==> config.mk <==
export PLATFORM = sky130hd
export DESIGN_NAME = cia_cell
export DESIGN_NICKNAME = d
export VERILOG_FILES = /design/src/rtl/cia_pkg.sv /design/src/rtl/cia_cell.sv
export SDC_FILE = /design/constraint.sdc
export NUM_CORES = 1
export LEC_CHECK = 0
export ABC_CLOCK_PERIOD_IN_PS = 15750
export BUFFER_PORTS_ARGS = -buffer_cell sky130_fd_sc_hd__buf_2
export CORE_AREA = 2 2 180 182
export DETAILED_ROUTE_END_ITERATION = 10
export DIE_AREA = 0 0 182 184
export REMOVE_ABC_BUFFERS = 1
export SLEW_MARGIN = 20
export SYNTH_ARGS = -nofsm -noshare
export SYNTH_HDL_FRONTEND = slang
export SYNTH_SLANG_ARGS = --single-unit
export TNS_END_PERCENT = 5
==> constraint.sdc <==
create_clock -name clk -period 15.75 [get_ports clk]
set_input_delay 0.7875 -clock clk [delete_from_list [all_inputs] [get_ports clk]]
set_output_delay 0.7875 -clock clk [all_outputs]
set_load 0.01 [all_outputs]
==> src/rtl/cia_pkg.sv <==
// ----------------------------------------------------------------------------
// cia_pkg: shared types and constants
// Operation codes, result width and the control bundle that travels with
// each request along the datapath.
// ----------------------------------------------------------------------------
package cia_pkg;

  localparam int RES_WIDTH = 33;

  localparam logic [1:0] OP_ADD = 2'd0;
  localparam logic [1:0] OP_SUB = 2'd1;
  localparam logic [1:0] OP_MUL = 2'd2;
  localparam logic [1:0] OP_DIV = 2'd3;

  typedef struct packed {
    logic [1:0] op;
    logic       dz;
    logic       neg_r;
    logic       neg_i;
  } ctl_t;

endpackage

==> src/rtl/cia_cell.sv <==
// ----------------------------------------------------------------------------
// cia_cell: one restoring division step
// Develops one quotient bit for both the real and the imaginary part and
// hands the request on to its neighbor.
// ----------------------------------------------------------------------------
module cia_cell
  import cia_pkg::*;
#(
  parameter int OPERAND_WIDTH = 16
) (
  input  logic                         clk,
  input  logic                         rst,
  input  logic                         valid_i,
  output logic                         ready_o,
  input  ctl_t                         ctl_i,
  input  logic [2*OPERAND_WIDTH-1:0]   den_i,
  input  logic [2*OPERAND_WIDTH-1:0]   nq_r_i,
  input  logic [2*OPERAND_WIDTH-1:0]   nq_i_i,
  input  logic [2*OPERAND_WIDTH-1:0]   rem_r_i,
  input  logic [2*OPERAND_WIDTH-1:0]   rem_i_i,
  input  logic signed [RES_WIDTH-1:0]  res_r_i,
  input  logic signed [RES_WIDTH-1:0]  res_i_i,
  output logic                         valid_o,
  input  logic                         ready_i,
  output ctl_t                         ctl_o,
  output logic [2*OPERAND_WIDTH-1:0]   den_o,
  output logic [2*OPERAND_WIDTH-1:0]   nq_r_o,
  output logic [2*OPERAND_WIDTH-1:0]   nq_i_o,
  output logic [2*OPERAND_WIDTH-1:0]   rem_r_o,
  output logic [2*OPERAND_WIDTH-1:0]   rem_i_o,
  output logic signed [RES_WIDTH-1:0]  res_r_o,
  output logic signed [RES_WIDTH-1:0]  res_i_o
);

  localparam int PW = 2 * OPERAND_WIDTH;

  logic [PW:0] sr, si, dr, di;
  logic        ge_r, ge_i;

  // shift in next numerator bit and trial subtract
  assign sr   = {rem_r_i, nq_r_i[PW-1]};
  assign si   = {rem_i_i, nq_i_i[PW-1]};
  assign ge_r = sr >= {1'b0, den_i};
  assign ge_i = si >= {1'b0, den_i};
  assign dr   = ge_r ? sr - {1'b0, den_i} : sr;
  assign di   = ge_i ? si - {1'b0, den_i} : si;

  assign ready_o = !valid_o || ready_i;

  always_ff @(posedge clk) begin
    if (rst) begin
      valid_o <= 1'b0;
    end else if (ready_o) begin
      valid_o <= valid_i;
    end
    if (ready_o && valid_i) begin
      ctl_o   <= ctl_i;
      den_o   <= den_i;
      nq_r_o  <= {nq_r_i[PW-2:0], ge_r};
      nq_i_o  <= {nq_i_i[PW-2:0], ge_i};
      rem_r_o <= dr[PW-1:0];
      rem_i_o <= di[PW-1:0];
      res_r_o <= res_r_i;
      res_i_o <= res_i_i;
    end
  end

endmodule

Word level (Yosys, flattened, before mapping)
Index checks and enable logic that the tools add are counted.
{ "op_classes": {"order_cmp": 2, "mux": 2, "reduce_logical": 3, "addsub": 2} }
{ "ops": {"columns": ["operator", "count"], "rows": [
  ["$ge A33 B32 Y1", 2],
  ["$mux W32", 2],
  ["$sub A32 B32 Y32", 2],
  ["$logic_and A1 B1 Y1", 1],
  ["$logic_not A1 Y1", 1],
  ["$logic_or A1 B1 Y1", 1]
]} }
{ "totals": {"register_bits": 232, "input_bits": 235, "output_inout_bits": 233, "wordCells": 21} }

Longest topological paths before layout
{ "depth": {"word_depth": 3, "ltp_mapped": 13, "ltp_nobuf": 11} }

Worst setup path after synthesis
OpenSTA, ideal clock, no wires.
{ "synth_path": {"path_type": "input to register", "from": "input port ready_i", "to": "register ctl_o[0] (netlist bit), enable pin", "path_slack_ns": 8.865, "setup_time_ns": 0.621, "stages": 2, "t_required_ns": 15.129, "arrival_time_ns": 6.264, "path_cell_list": "nand2b_1 -> and2_1"} }
{ "synth_via": {"elab_chain_len": 2} }
{ "synth_rtl": {"columns": ["element", "line", "text"], "rows": [
  ["start: declaration", "cia_cell.sv:24", "input logic ready_i,"],
  ["$logic_or A1 B1 Y1", "cia_cell.sv:48", "assign ready_o = !valid_o || ready_i;"],
  ["$logic_and A1 B1 Y1", "cia_cell.sv:56", "if (ready_o && valid_i) begin"],
  ["end signal: assignment", "cia_cell.sv:57", "ctl_o <= ctl_i;"],
  ["end: declaration", "cia_cell.sv:25", "output ctl_t ctl_o,"]
]} }
No other way between the ends.
A chain may end at the register's enable or synchronous reset.

Final worst setup path
{ "layout_path": {"from": "input port den_i[1]", "to": "register rem_i_o[30], data pin"} }
{ "layout_via": {"elab_chain_len": 2, "word_cells_on_any_way": 3, "cone_classes": "add/sub: 1; order compare: 1; mux: 1"} }
{ "layout_rtl": {"columns": ["element", "line", "text"], "rows": [
  ["start: declaration", "cia_cell.sv:16", "input logic [2*OPERAND_WIDTH-1:0] den_i,"],
  ["$sub A32 B32 Y32 or $ge A33 B32 Y1 (tied branches)", "cia_cell.sv:46, cia_cell.sv:44", null],
  ["$mux W32 *", "cia_cell.sv:46", "assign di = ge_i ? si - {1'b0, den_i} : si;"],
  ["net di[30]", "cia_cell.sv:37", "logic [PW:0] sr, si, dr, di;"],
  ["end signal: assignment", "cia_cell.sv:62", "rem_i_o <= di[PW-1:0];"],
  ["end: declaration", "cia_cell.sv:30", "output logic [2*OPERAND_WIDTH-1:0] rem_i_o,"]
]} }
Mark *: on every way through the listed nets, which the timed path passes. The rest lies on a longest branch.

==> summary.txt <==
Final period util: 0.2459
DRT Wirelength: 35820 um
Maxcap violations: 0
Worst Path Arrival: 4.22 ns
Area leader, netlist: edfxtp_1
Syn_area_per_cell: 13.03 um^2
Status: finished, final reports clean
TritonRoute pass-1 iters: 5
CP Class: primary input to flop
Clk Tree Root Cell: clkbuf_16
Final Non-Filler Cells: 1790
Setup total negative slack: 0 ns
H-tree depth: 1
Synth Warn #: 0
Area grow syn2layout: 30.44%
Dominant cells by area after synthesis: edfxtp_1, ha_1, mux2_4, a21oi_1, a21o_1
I/O pin count: 468
Global placement routability congestion: 0.9390
Flops & latches, synth: 232
CTS tree: done
Vias in the first global route: 8948
Share of layout cells above drive strength 1: 0.4043
Unique masters post-synth: 73
Core Region: 31390 um^2
Worst slew pin tran: 1.003 ns
Rows: 65
Avg WL per Cell: 20.01 um
Total Nets Final: 1666
Flop pwr share: 0.439
Die X: 182 um
FMAX: 258.2 MHz
Clock buffer count from CTS: 26
Top delay family on crit path: compound AO/OA/AOI/OAI gates
DR iter-0 viols: 500
Worst skew pair latency: 0.53 ns
Worst Hold Class: primary input to flop
CTS sink cnt: 232
Hpwl dp: 28280 um
Largest net degree at the start of global routing: 79
CP most frequent cell: o31a_1
Async SR Flop Fraction: 0
Power Total: 1.718 mW
Die area: 33490 um^2
Hold Buf Count CTS: 0
Endpoints failing setup: 0
Pre-CTS WS: 11.34 ns
Total track usage: 0.2032
Hold Vio Cnt, Final: 0
GRT overflow: 0
Final core occ: 0.4857
Clock slew at reported path FFs: 0.06 ns
Power per cell area: 112.7 nW/um^2
Drt drc: 0
Layout fillers: 2900
First-pass GRT wire length: 52150 um
Initial core utilization: 0.3724
P_sw: 0.4613 mW
CP Cell Sequence: buf_2 > inv_1 > ha_1 > nor2b_1 > o31a_1 > o31a_1 > a21o_1 > o21ai_1 > o21a_2 > inv_2 > o211a_1 > a311oi_1
CP max FO: 50
Vias per cell: 5.115
Sw frac: 0.2685
Resized Gates After CTS: 0
CP Buf/Inv Count: 3
Final slew viol count: 0
Post-synthesis cell area: 11690 um^2
Worst setup margin: 11.88 ns
Post-CTS setup buffer count: 0
Tmin final: 3.872 ns
Placed cells: 1739
Worst vdd ir: 68.64 uV
Pint: 1.257 mW
Largest stage delay on the critical path: 0.53 ns
Max stage delay cell, worst path: o21a_2
Setup crit end kind: flop
Clk pwr share: 0.355
DRT antenna net count: 0
Vias after detailed routing: 9155
Post-synth EDFFs: 231
Worst relative slew slack: 0.3316
Ys flop type: edfxtp_1
Startpoint Class: primary input
Logic gate share of total power: 0.205
Buffers on Ports: 467
Die Y-Extent: 184 um
R2R Setup Slk: 12.95 ns
Leakage Power: 6.769 nW
RSZ-0062 raised after global routing: no
Syn Inst Count: 897
CTS max path bufs: 3
Worst Path Required: 16.09 ns
Register area share after synthesis: 0.5951
Initial antenna violation count: 4
Clk_skew: 0.01975 ns
Area share of the largest cell type after synthesis: 0.5934
## metal layers
metal / share of wire / vias to the layer above / track usage
li1: - / 4371 / -
met4: 0.037 / 2 / 0.07581
met5: 0.00031 / - / 0
met1: 0.39 / 4344 / 0.2425
met2: 0.49 / 367 / 0.3563
met3: 0.075 / 71 / 0.04913
## state kept, by name, summed over array words and instances, names as in the netlist
signal   cells
res_r_o     33
res_i_o     33
rem_i_o     32
rem_r_o     32
valid_o      1
den_o       32
nq_r_o      32
nq_i_o      32
ctl_o        5
## metrics by stage
stage	cell area (um^2)	hold WS, ns
after floorplan	11510	0.5930
after global placement	14380	0.5029
after detailed placement	14380	0.5218
after CTS	15240	0.3839
after global routing	15250	0.3954
final	15250	0.4172
## synth_stat cells (all sizes together), types with 9 or more instances
cell / number
nor2b: 11
a21o: 31
a21oi: 78
nand3: 15
clkbuf: 20
buf: 10
xor2: 20
nor3: 13
edfxtp: 231
xnor2: 26
o21ai: 39
mux2: 28
nand4: 15
nor2: 57
ha: 64
o21a: 9
inv: 51
nand2: 51
## power groups by stage
stage / Sequential [mW] / Combinational, mW / Clock [mW]
after floorplan: 0.802 / 0.189 / 0
after global placement: 0.767 / 0.349 / 0
after detailed placement: 0.768 / 0.352 / 0
after CTS: 0.755 / 0.354 / 0.627
after global routing: 0.759 / 0.385 / 0.652
final: 0.755 / 0.353 / 0.610
## worst paths after layout
kind,start,to,depth (start not counted)
worst max register to register,valid_o,res_i_o[25],4
worst min-delay path,rst,valid_o,2
worst max-delay path,den_i[1],rem_i_o[30],12
worst min register to register,valid_o,valid_o,2
## cells by family (layout without fill, tap and decap cells)
group           count (synthesis)  in the layout  synth area share
compound gates                239            239            0.1426
other cells                     0              3                 0
fa+ha+maj                      66             66           0.07193
flops                         232            232            0.5951
simple gates                  200            200           0.08391
xor+xnor                       46             46           0.03446
buf+inv                        81            569           0.03211
mux                            33             33           0.03992
## layout make-up
| type | count | area, um^2 | share of cell area |
|---|---|---|---|
| Sequential cell | 232 | 6957 | 0.4562 |
| Multi-Input combinational cell | 584 | 4360 | 0.2860 |
| Timing Repair Buffer | 470 | 2360 | 0.1548 |
| Clock buffer | 32 | 694.4 | 0.04554 |
| Tap cell | 402 | 503.0 | 0.03299 |
| Inverter | 51 | 198.9 | 0.01305 |
| Clock inverter | 16 | 167.7 | 0.01100 |
| Antenna cell | 3 | 7.507 | 0.0004923 |
## placed cells by master (no fill, tap or decap), types with 14 or more instances in the layout
| cell | synthesis | final |
|---|---|---|
| buf_2 | 6 | 467 |
| edfxtp_1 | 231 | 231 |
| a21oi_1 | 77 | 77 |
| ha_1 | 64 | 64 |
| nor2_1 | 57 | 57 |
| nand2_1 | 51 | 51 |
| inv_1 | 49 | 49 |
| o21ai_0 | 37 | 37 |
| a21o_1 | 31 | 31 |
| mux2_4 | 27 | 27 |
| clkbuf_16 | 0 | 27 |
| xnor2_1 | 26 | 26 |
| xor2_1 | 20 | 20 |
| nand3_1 | 15 | 15 |
| nand4_1 | 14 | 14 |
No activity file was read; power rests on OpenSTA's default activity.
