[src/rtl/cia_pkg.sv]
// ----------------------------------------------------------------------------
// cia_pkg: shared types and constants
// Operation codes, result width and the control bundle that travels with
// each request along the datapath.
// ----------------------------------------------------------------------------
package cia_pkg;

  localparam int RES_WIDTH = 33;

  localparam logic [1:0] OP_ADD = 2'd0;
  localparam logic [1:0] OP_SUB = 2'd1;
  localparam logic [1:0] OP_MUL = 2'd2;
  localparam logic [1:0] OP_DIV = 2'd3;

  typedef struct packed {
    logic [1:0] op;
    logic       dz;
    logic       neg_r;
    logic       neg_i;
  } ctl_t;

endpackage

[src/rtl/cia_front.sv]
// ----------------------------------------------------------------------------
// cia_front: product and combine stages
// Stage one forms the partial products, squares and sum or difference;
// stage two forms the complex product, the division numerators and divisor.
// ----------------------------------------------------------------------------
module cia_front
  import cia_pkg::*;
#(
  parameter int OPERAND_WIDTH = 16
) (
  input  logic                             clk,
  input  logic                             rst,
  input  logic                             in_valid,
  output logic                             in_ready,
  input  logic [1:0]                       operation,
  input  logic signed [OPERAND_WIDTH-1:0]  a_real,
  input  logic signed [OPERAND_WIDTH-1:0]  a_imag,
  input  logic signed [OPERAND_WIDTH-1:0]  b_real,
  input  logic signed [OPERAND_WIDTH-1:0]  b_imag,
  output logic                             valid_o,
  input  logic                             ready_i,
  output ctl_t                             ctl_o,
  output logic [2*OPERAND_WIDTH-1:0]       num_r_o,
  output logic [2*OPERAND_WIDTH-1:0]       num_i_o,
  output logic [2*OPERAND_WIDTH-1:0]       den_o,
  output logic signed [RES_WIDTH-1:0]      res_r_o,
  output logic signed [RES_WIDTH-1:0]      res_i_o
);

  localparam int W  = OPERAND_WIDTH;
  localparam int PW = 2 * W;
  localparam int EW = (PW + 1 > RES_WIDTH) ? PW + 1 : RES_WIDTH;

  // stage one registers
  logic                 v1;
  logic [1:0]           op1;
  logic signed [PW-1:0] p_rr, p_ii, p_ri, p_ir, s_rr, s_ii;
  logic signed [W:0]    as_r, as_i;
  logic                 rdy1, rdy2;

  // stage two registers
  logic                 v2;
  assign rdy2     = !v2 || ready_i;
  assign rdy1     = !v1 || rdy2;
  assign in_ready = rdy1;

  // stage one: products and add or subtract
  always_ff @(posedge clk) begin
    if (rst) begin
      v1 <= 1'b0;
    end else if (rdy1) begin
      v1 <= in_valid;
    end
    if (rdy1 && in_valid) begin
      op1  <= operation;
      p_rr <= a_real * b_real;
      p_ii <= a_imag * b_imag;
      p_ri <= a_real * b_imag;
      p_ir <= a_imag * b_real;
      s_rr <= b_real * b_real;
      s_ii <= b_imag * b_imag;
      if (operation == OP_SUB) begin
        as_r <= (W+1)'(a_real) - (W+1)'(b_real);
        as_i <= (W+1)'(a_imag) - (W+1)'(b_imag);
      end else begin
        as_r <= (W+1)'(a_real) + (W+1)'(b_real);
        as_i <= (W+1)'(a_imag) + (W+1)'(b_imag);
      end
    end
  end

  // stage two combine
  logic signed [PW:0]   mr, mi, nr, ni;
  logic signed [EW-1:0] mr_ext, mi_ext;
  logic [PW-1:0]        den;
  logic [PW:0]          nr_abs, ni_abs;

  assign mr     = (PW+1)'(p_rr) - (PW+1)'(p_ii);
  assign mi     = (PW+1)'(p_ri) + (PW+1)'(p_ir);
  assign nr     = (PW+1)'(p_rr) + (PW+1)'(p_ii);
  assign ni     = (PW+1)'(p_ir) - (PW+1)'(p_ri);
  assign mr_ext = EW'(mr);
  assign mi_ext = EW'(mi);
  assign den    = $unsigned(s_rr) + $unsigned(s_ii);
  assign nr_abs = nr[PW] ? $unsigned(-nr) : $unsigned(nr);
  assign ni_abs = ni[PW] ? $unsigned(-ni) : $unsigned(ni);

  always_ff @(posedge clk) begin
    if (rst) begin
      v2 <= 1'b0;
    end else if (rdy2) begin
      v2 <= v1;
    end
    if (rdy2 && v1) begin
      ctl_o.op    <= op1;
      ctl_o.dz    <= (op1 == OP_DIV) && (den == '0);
      ctl_o.neg_r <= nr[PW];
      ctl_o.neg_i <= ni[PW];
      num_r_o     <= nr_abs[PW-1:0];
      num_i_o     <= ni_abs[PW-1:0];
      den_o       <= den;
      if (op1 == OP_MUL) begin
        res_r_o <= mr_ext[RES_WIDTH-1:0];
        res_i_o <= mi_ext[RES_WIDTH-1:0];
      end else begin
        res_r_o <= RES_WIDTH'(as_r);
        res_i_o <= RES_WIDTH'(as_i);
      end
    end
  end

  assign valid_o = v2;

endmodule

[config.mk]
export PLATFORM = sky130hd
export DESIGN_NAME = cia_front
export DESIGN_NICKNAME = d
export VERILOG_FILES = /design/src/rtl/cia_pkg.sv /design/src/rtl/cia_front.sv
export SDC_FILE = /design/constraint.sdc
export NUM_CORES = 2
export LEC_CHECK = 0
export ABC_AREA = 1
export BUFFER_PORTS_ARGS = -buffer_cell sky130_fd_sc_hd__buf_2
export CAP_MARGIN = 25
export CORE_ASPECT_RATIO = 0.6
export CORE_MARGIN = 3
export CORE_UTILIZATION = 55
export DETAILED_ROUTE_END_ITERATION = 8
export PLACE_DENSITY = 0.68
export SETUP_SLACK_MARGIN = 0.02
export SYNTH_ARGS = -nofsm -noshare
export SYNTH_HDL_FRONTEND = slang
export SYNTH_SLANG_ARGS = --single-unit
[constraint.sdc]
create_clock -name clk -period 10.3 [get_ports clk]
set_input_delay 0.515 -clock clk [delete_from_list [all_inputs] [get_ports clk]]
set_output_delay 0.515 -clock clk [all_outputs]
set_load 0.03 [all_outputs]
==> After elaboration in Yosys (flattened, before gate mapping) <==
Index checks and enable logic that the tools add are counted.
{ "totals": {"latchBits": 0, "ramBits": 0, "reg_bits": 397, "mem_count": 0, "romBits": 0, "output_inout_bits": 169} }
{ "classes": {"mul": 6, "muxes": 6, "n_eq_ne": 3, "n_reduce_logical": 8, "n_addsub": 11, "magnitude_cmp": 0, "n_div": 0, "bitwise_logic": 0, "shifts": 0} }
{ "op_table": {"columns": ["operator", "count"], "rows": [
  ["multiplier 16 x 16 -> 32 bit", 6],
  ["adder 32 x 32 -> 33 bit", 2],
  ["2-to-1 mux 33 bit", 2],
  ["subtractor 32 x 32 -> 33 bit", 2],
  ["2-to-1 mux 32 bit", 2],
  ["negation 32 bit", 2],
  ["adder 16 x 16 -> 17 bit", 2],
  ["2-to-1 mux 17 bit", 2],
  ["subtractor 16 x 16 -> 17 bit", 2],
  ["adder 32 bit", 1],
  ["zero test 32 bit", 1],
  ["equality test 2 bit, second input constant", 2],
  ["logical AND 1 bit", 3],
  ["equality test 2 x 1 -> 1 bit, second input constant", 1],
  ["zero test 1 bit", 2],
  ["logical OR 1 bit", 2]
]} }

==> Logic depth before layout (Yosys ltp) <==
{ "depth": {"word_depth": 4, "mapped_depth": 28, "depth_no_buf": 27} }

==> Worst setup path after synthesis <==
Ideal clock, no wire load.
{ "synth_path": {"path_kind": "in2reg", "from": "in ready_i", "to": "reg ctl_o[0] in the netlist's numbering (enable)", "setup_ps": 749, "t_required_ps": 9551, "cell_stages": 2, "t_arrival_ps": 8571, "path_buffers": 0, "path_slack_ps": 980, "path_cell_list": "inv_1 a21oi_1"} }
{ "synth_via": {"elab_chain_len": 2} }
{ "synth_rtl": {"columns": ["element", "line_no", "rtl"], "rows": [
  ["start, declared", "cia_front.sv:21", "input logic ready_i,"],
  ["logical OR 1 bit", "cia_front.sv:43", "assign rdy2 = !v2 || ready_i;"],
  ["logical AND 1 bit", "cia_front.sv:94", "if (rdy2 && v1) begin"],
  ["end, declared", "cia_front.sv:22", "output ctl_t ctl_o,"]
]} }
No other way between the ends.
A chain may end at the register's enable or synchronous reset.

==> Worst setup path after layout <==
{ "layout_path": {"from": "in b_real[1]", "to": "reg p_ir[30] (data pin)"} }
{ "layout_via": {"elab_chain_len": 1} }
{ "layout_rtl": {"columns": ["element", "line_no", "rtl"], "rows": [
  ["start, declared", "cia_front.sv:18", "input logic signed [OPERAND_WIDTH-1:0] b_real,"],
  ["multiplier 16 x 16 -> 32 bit", "cia_front.sv:59", "p_ir <= a_imag * b_real;"],
  ["end signal, assigned", "cia_front.sv:59", null],
  ["end, declared", "cia_front.sv:37", "logic signed [PW-1:0] p_rr, p_ii, p_ri, p_ir, s_rr, s_ii;"]
]} }
No other way between the ends.

==> flow_summary.yaml <==
flow_run:
  cap_violations: 0
worst_hold_path:
  min_path_type: "primary input to flop"
  min-delay-start: "operation[0]"
timing:
  fmax_mhz: 144
  skew_ns: 0.0351
  post-route-min-period_ns: 6.95
  finalCritPeriodShare_pct: 67.5
  max_slew_margin_pct: 23.4
  tightest_slew_ns: 1.15
  slew_viol_final: 0
  setup-tns-final_ns: 0
  rsz0062_at_grt: "false"
  hold_viol: 0
  finalSetupViolCount: 0
synthesis:
  synth_top_area_share_pct: 35.4
  yosys_register_bits: 395
  synth_cells: 10600
  ys_seq_area_share_pct: 13.8
  yosysMostFrequentCell: "inv_1"
  avgSynthCellArea_um2: 8.09
  syn-num-nets: 12900
  async_reset_ff_share_pct: 0
  synth_enable_flop_cells: 393
  ys.flop_type: "edfxtp_1"
  syn_area_um2: 86000
  yosys.area.top_type: "fa_1"
  synth.top_cells.by_area: "fa_1, edfxtp_1, inv_1, nand2_1, ha_1"
  yosysUniqueCellTypes: 57
  synth_commonest_cells: "inv_1, nand2_1, fa_1"
  ys.warnings.count: 0
place:
  io_buffers: 238
  dp_hpwl_um: 221000
  gp_congestion: 1.01
global_route:
  gr-total-overflow: 0
  grt_max_degree: 168
  grt_pass1_vias: 70000
  grt_usage_pct: 34.4
  grt_pass1_wl_um: 421000
  antenna_found_initial: 14
floorplan:
  die_w_um: 516
  row_count: 111
  core_um2: 154000
  dieArea_um2: 161000
  chipHeight_um: 312
  start_util_pct: 55.8
  pin_count: 239
route:
  met3_length_um: 34900
  vias: 68900
  drc: 0
  met1_length_um: 122000
  drtAntennaViolNets: 0
  wl_met2_um: 106000
  drt-total-wl_um: 271000
  viasPerCell: 5.42
  drt_iter0_markers: 7297
  wl_per_cell_um: 21.3
  top_layer: "met5"
  dr.pass1.iters: 6
finish:
  drive_gt1_share_pct: 4.81
  area_growth_syn_to_layout_pct: 5.17
  multi_input_area_um2: 61400
  fin_nets: 12900
  nFillCells: 14100
  utilization_pct: 58.7
  regArea_um2: 11800
setup_path:
  critPathKind: "primary input to flop"
  slowest_stage: "fa_1"
  arrival_ns: 7.35
  crit_chain: "buf_2, buf_4, nand2_1, inv_1, fa_1, fa_1, fa_1, fa_1, fa_1, inv_1, fa_1, inv_1, ha_1, nand2_1, nor4_1, nand3_1, nand3_1, nand3_1, nand2_1, nand4_1, nand2_1, xor2_1"
  cp_slowest_stage_delay_ns: 0.97
  cp-start-kind: "primary input"
  crit_start: "b_real[1]"
  cp-end-kind: "flop"
  crit_top_cell: "fa_1"
  path_max_fanout: 32
  worstPathRequired_ns: 10.70
  r2r-start: "p_ri[22]"
clock_tree:
  worstSkewPairLatency_ns: 0.67
  cts_tree: "yes"
  cts_buffer_depth: 3
  cts_inserted_buffers: 45
  cts.sinks: 395
  clkSlewWorstSetupHoldPaths_ns: 0.07
  cts_max_level: 2
  root_buffer: "clkbuf_16"
  cts.repair.resized: 0
status:
  status: "finished clean"
kinds of logic (layout without fill, tap and decap cells):
family	after synthesis	in the layout	synth area share [%]
AOI/OAI and AO/OA	832	832	5.37
xor gates and xnor gates	387	387	4.05
adders and majority gates	2234	2234	45.8
buffers and inverters	3355	3402	14.8
DFF	395	395	13.8
other	0	6	0
and+or+nand+nor	3431	3431	16.2
flip-flops by register name (all words and copies together) (netlist names), 5 cells and up:
register  cells
as_r         17
res_i_o      33
ctl_o         5
p_rr         32
num_i_o      32
p_ii         32
res_r_o      33
num_r_o      32
p_ri         32
s_ii         31
den_o        32
as_i         17
p_ir         32
s_rr         31
worst max-delay path, delay by kind of cell:
family,cells,cell delay [ns]
XOR/XNOR,1,0.06
AND/OR/NAND/NOR,9,1.33
adder cells (fa/ha/maj),7,3.91
buffers and inverters,5,1.48
cell usage in the layout (no fill, tap or decap), types with 64 or more instances in the layout:
cell / n
nand4_1: 91
o21ai_0: 240
xnor2_1: 136
ha_1: 713
edfxtp_1: 393
fa_1: 1521
a21oi_1: 407
buf_4: 64
xor2_1: 243
inv_1: 2990
nand2_1: 2430
nor2_1: 477
nand3_1: 230
buf_2: 238
final timing paths:
kind                                     to  slack [ns]  depth (start not counted)
worst max-delay path               p_ir[30]        3.35                         22
worst min-delay path                 op1[0]        0.05                          1
worst max register to register  num_i_o[24]        6.33                         14
worst min register to register     ctl_o[4]        0.49                          0
through the flow:
step,area (um^2),hold slack (ns),cells,setup slack (ns)
global placement,88800,0.459,12600,2.93
finish,90400,0.0537,12700,3.35
floorplan,86000,0.445,10600,0.980
CTS,90400,0.00770,12700,3.48
global route,90400,0.0354,12700,3.02
detailed placement,88800,0.467,12600,2.79
timing repair:
action / CTS / global route
hold buffers: 1 / 0
endpoints found under the setup margin: 0 / 0
buffers inserted: 0 / 0
endpoints found under the hold margin: 2 / 0
routing by layer:
| layer | vias up | track usage, % |
|---|---|---|
| met3 | 417 | 10.8 |
| met5 | - | 0.0298 |
| met2 | 3292 | 46.7 |
| met1 | 33900 | 52.5 |
| met4 | 4 | 9.01 |
| li1 | 31300 | - |
cell type report:
class / instances / share of cell area, %
inverters: 3014 / 12.5
multi-input cells: 6884 / 67.9
well taps: 2034 / 2.81
flip-flops and latches: 395 / 13.1
repair buffers: 305 / 1.89
diodes: 6 / 0.0166
clock buffers: 55 / 1.30
clock inverters: 28 / 0.426
Power is not shown: default switching activity piles up to over one toggle a cycle in this logic, so the estimate is an artifact.
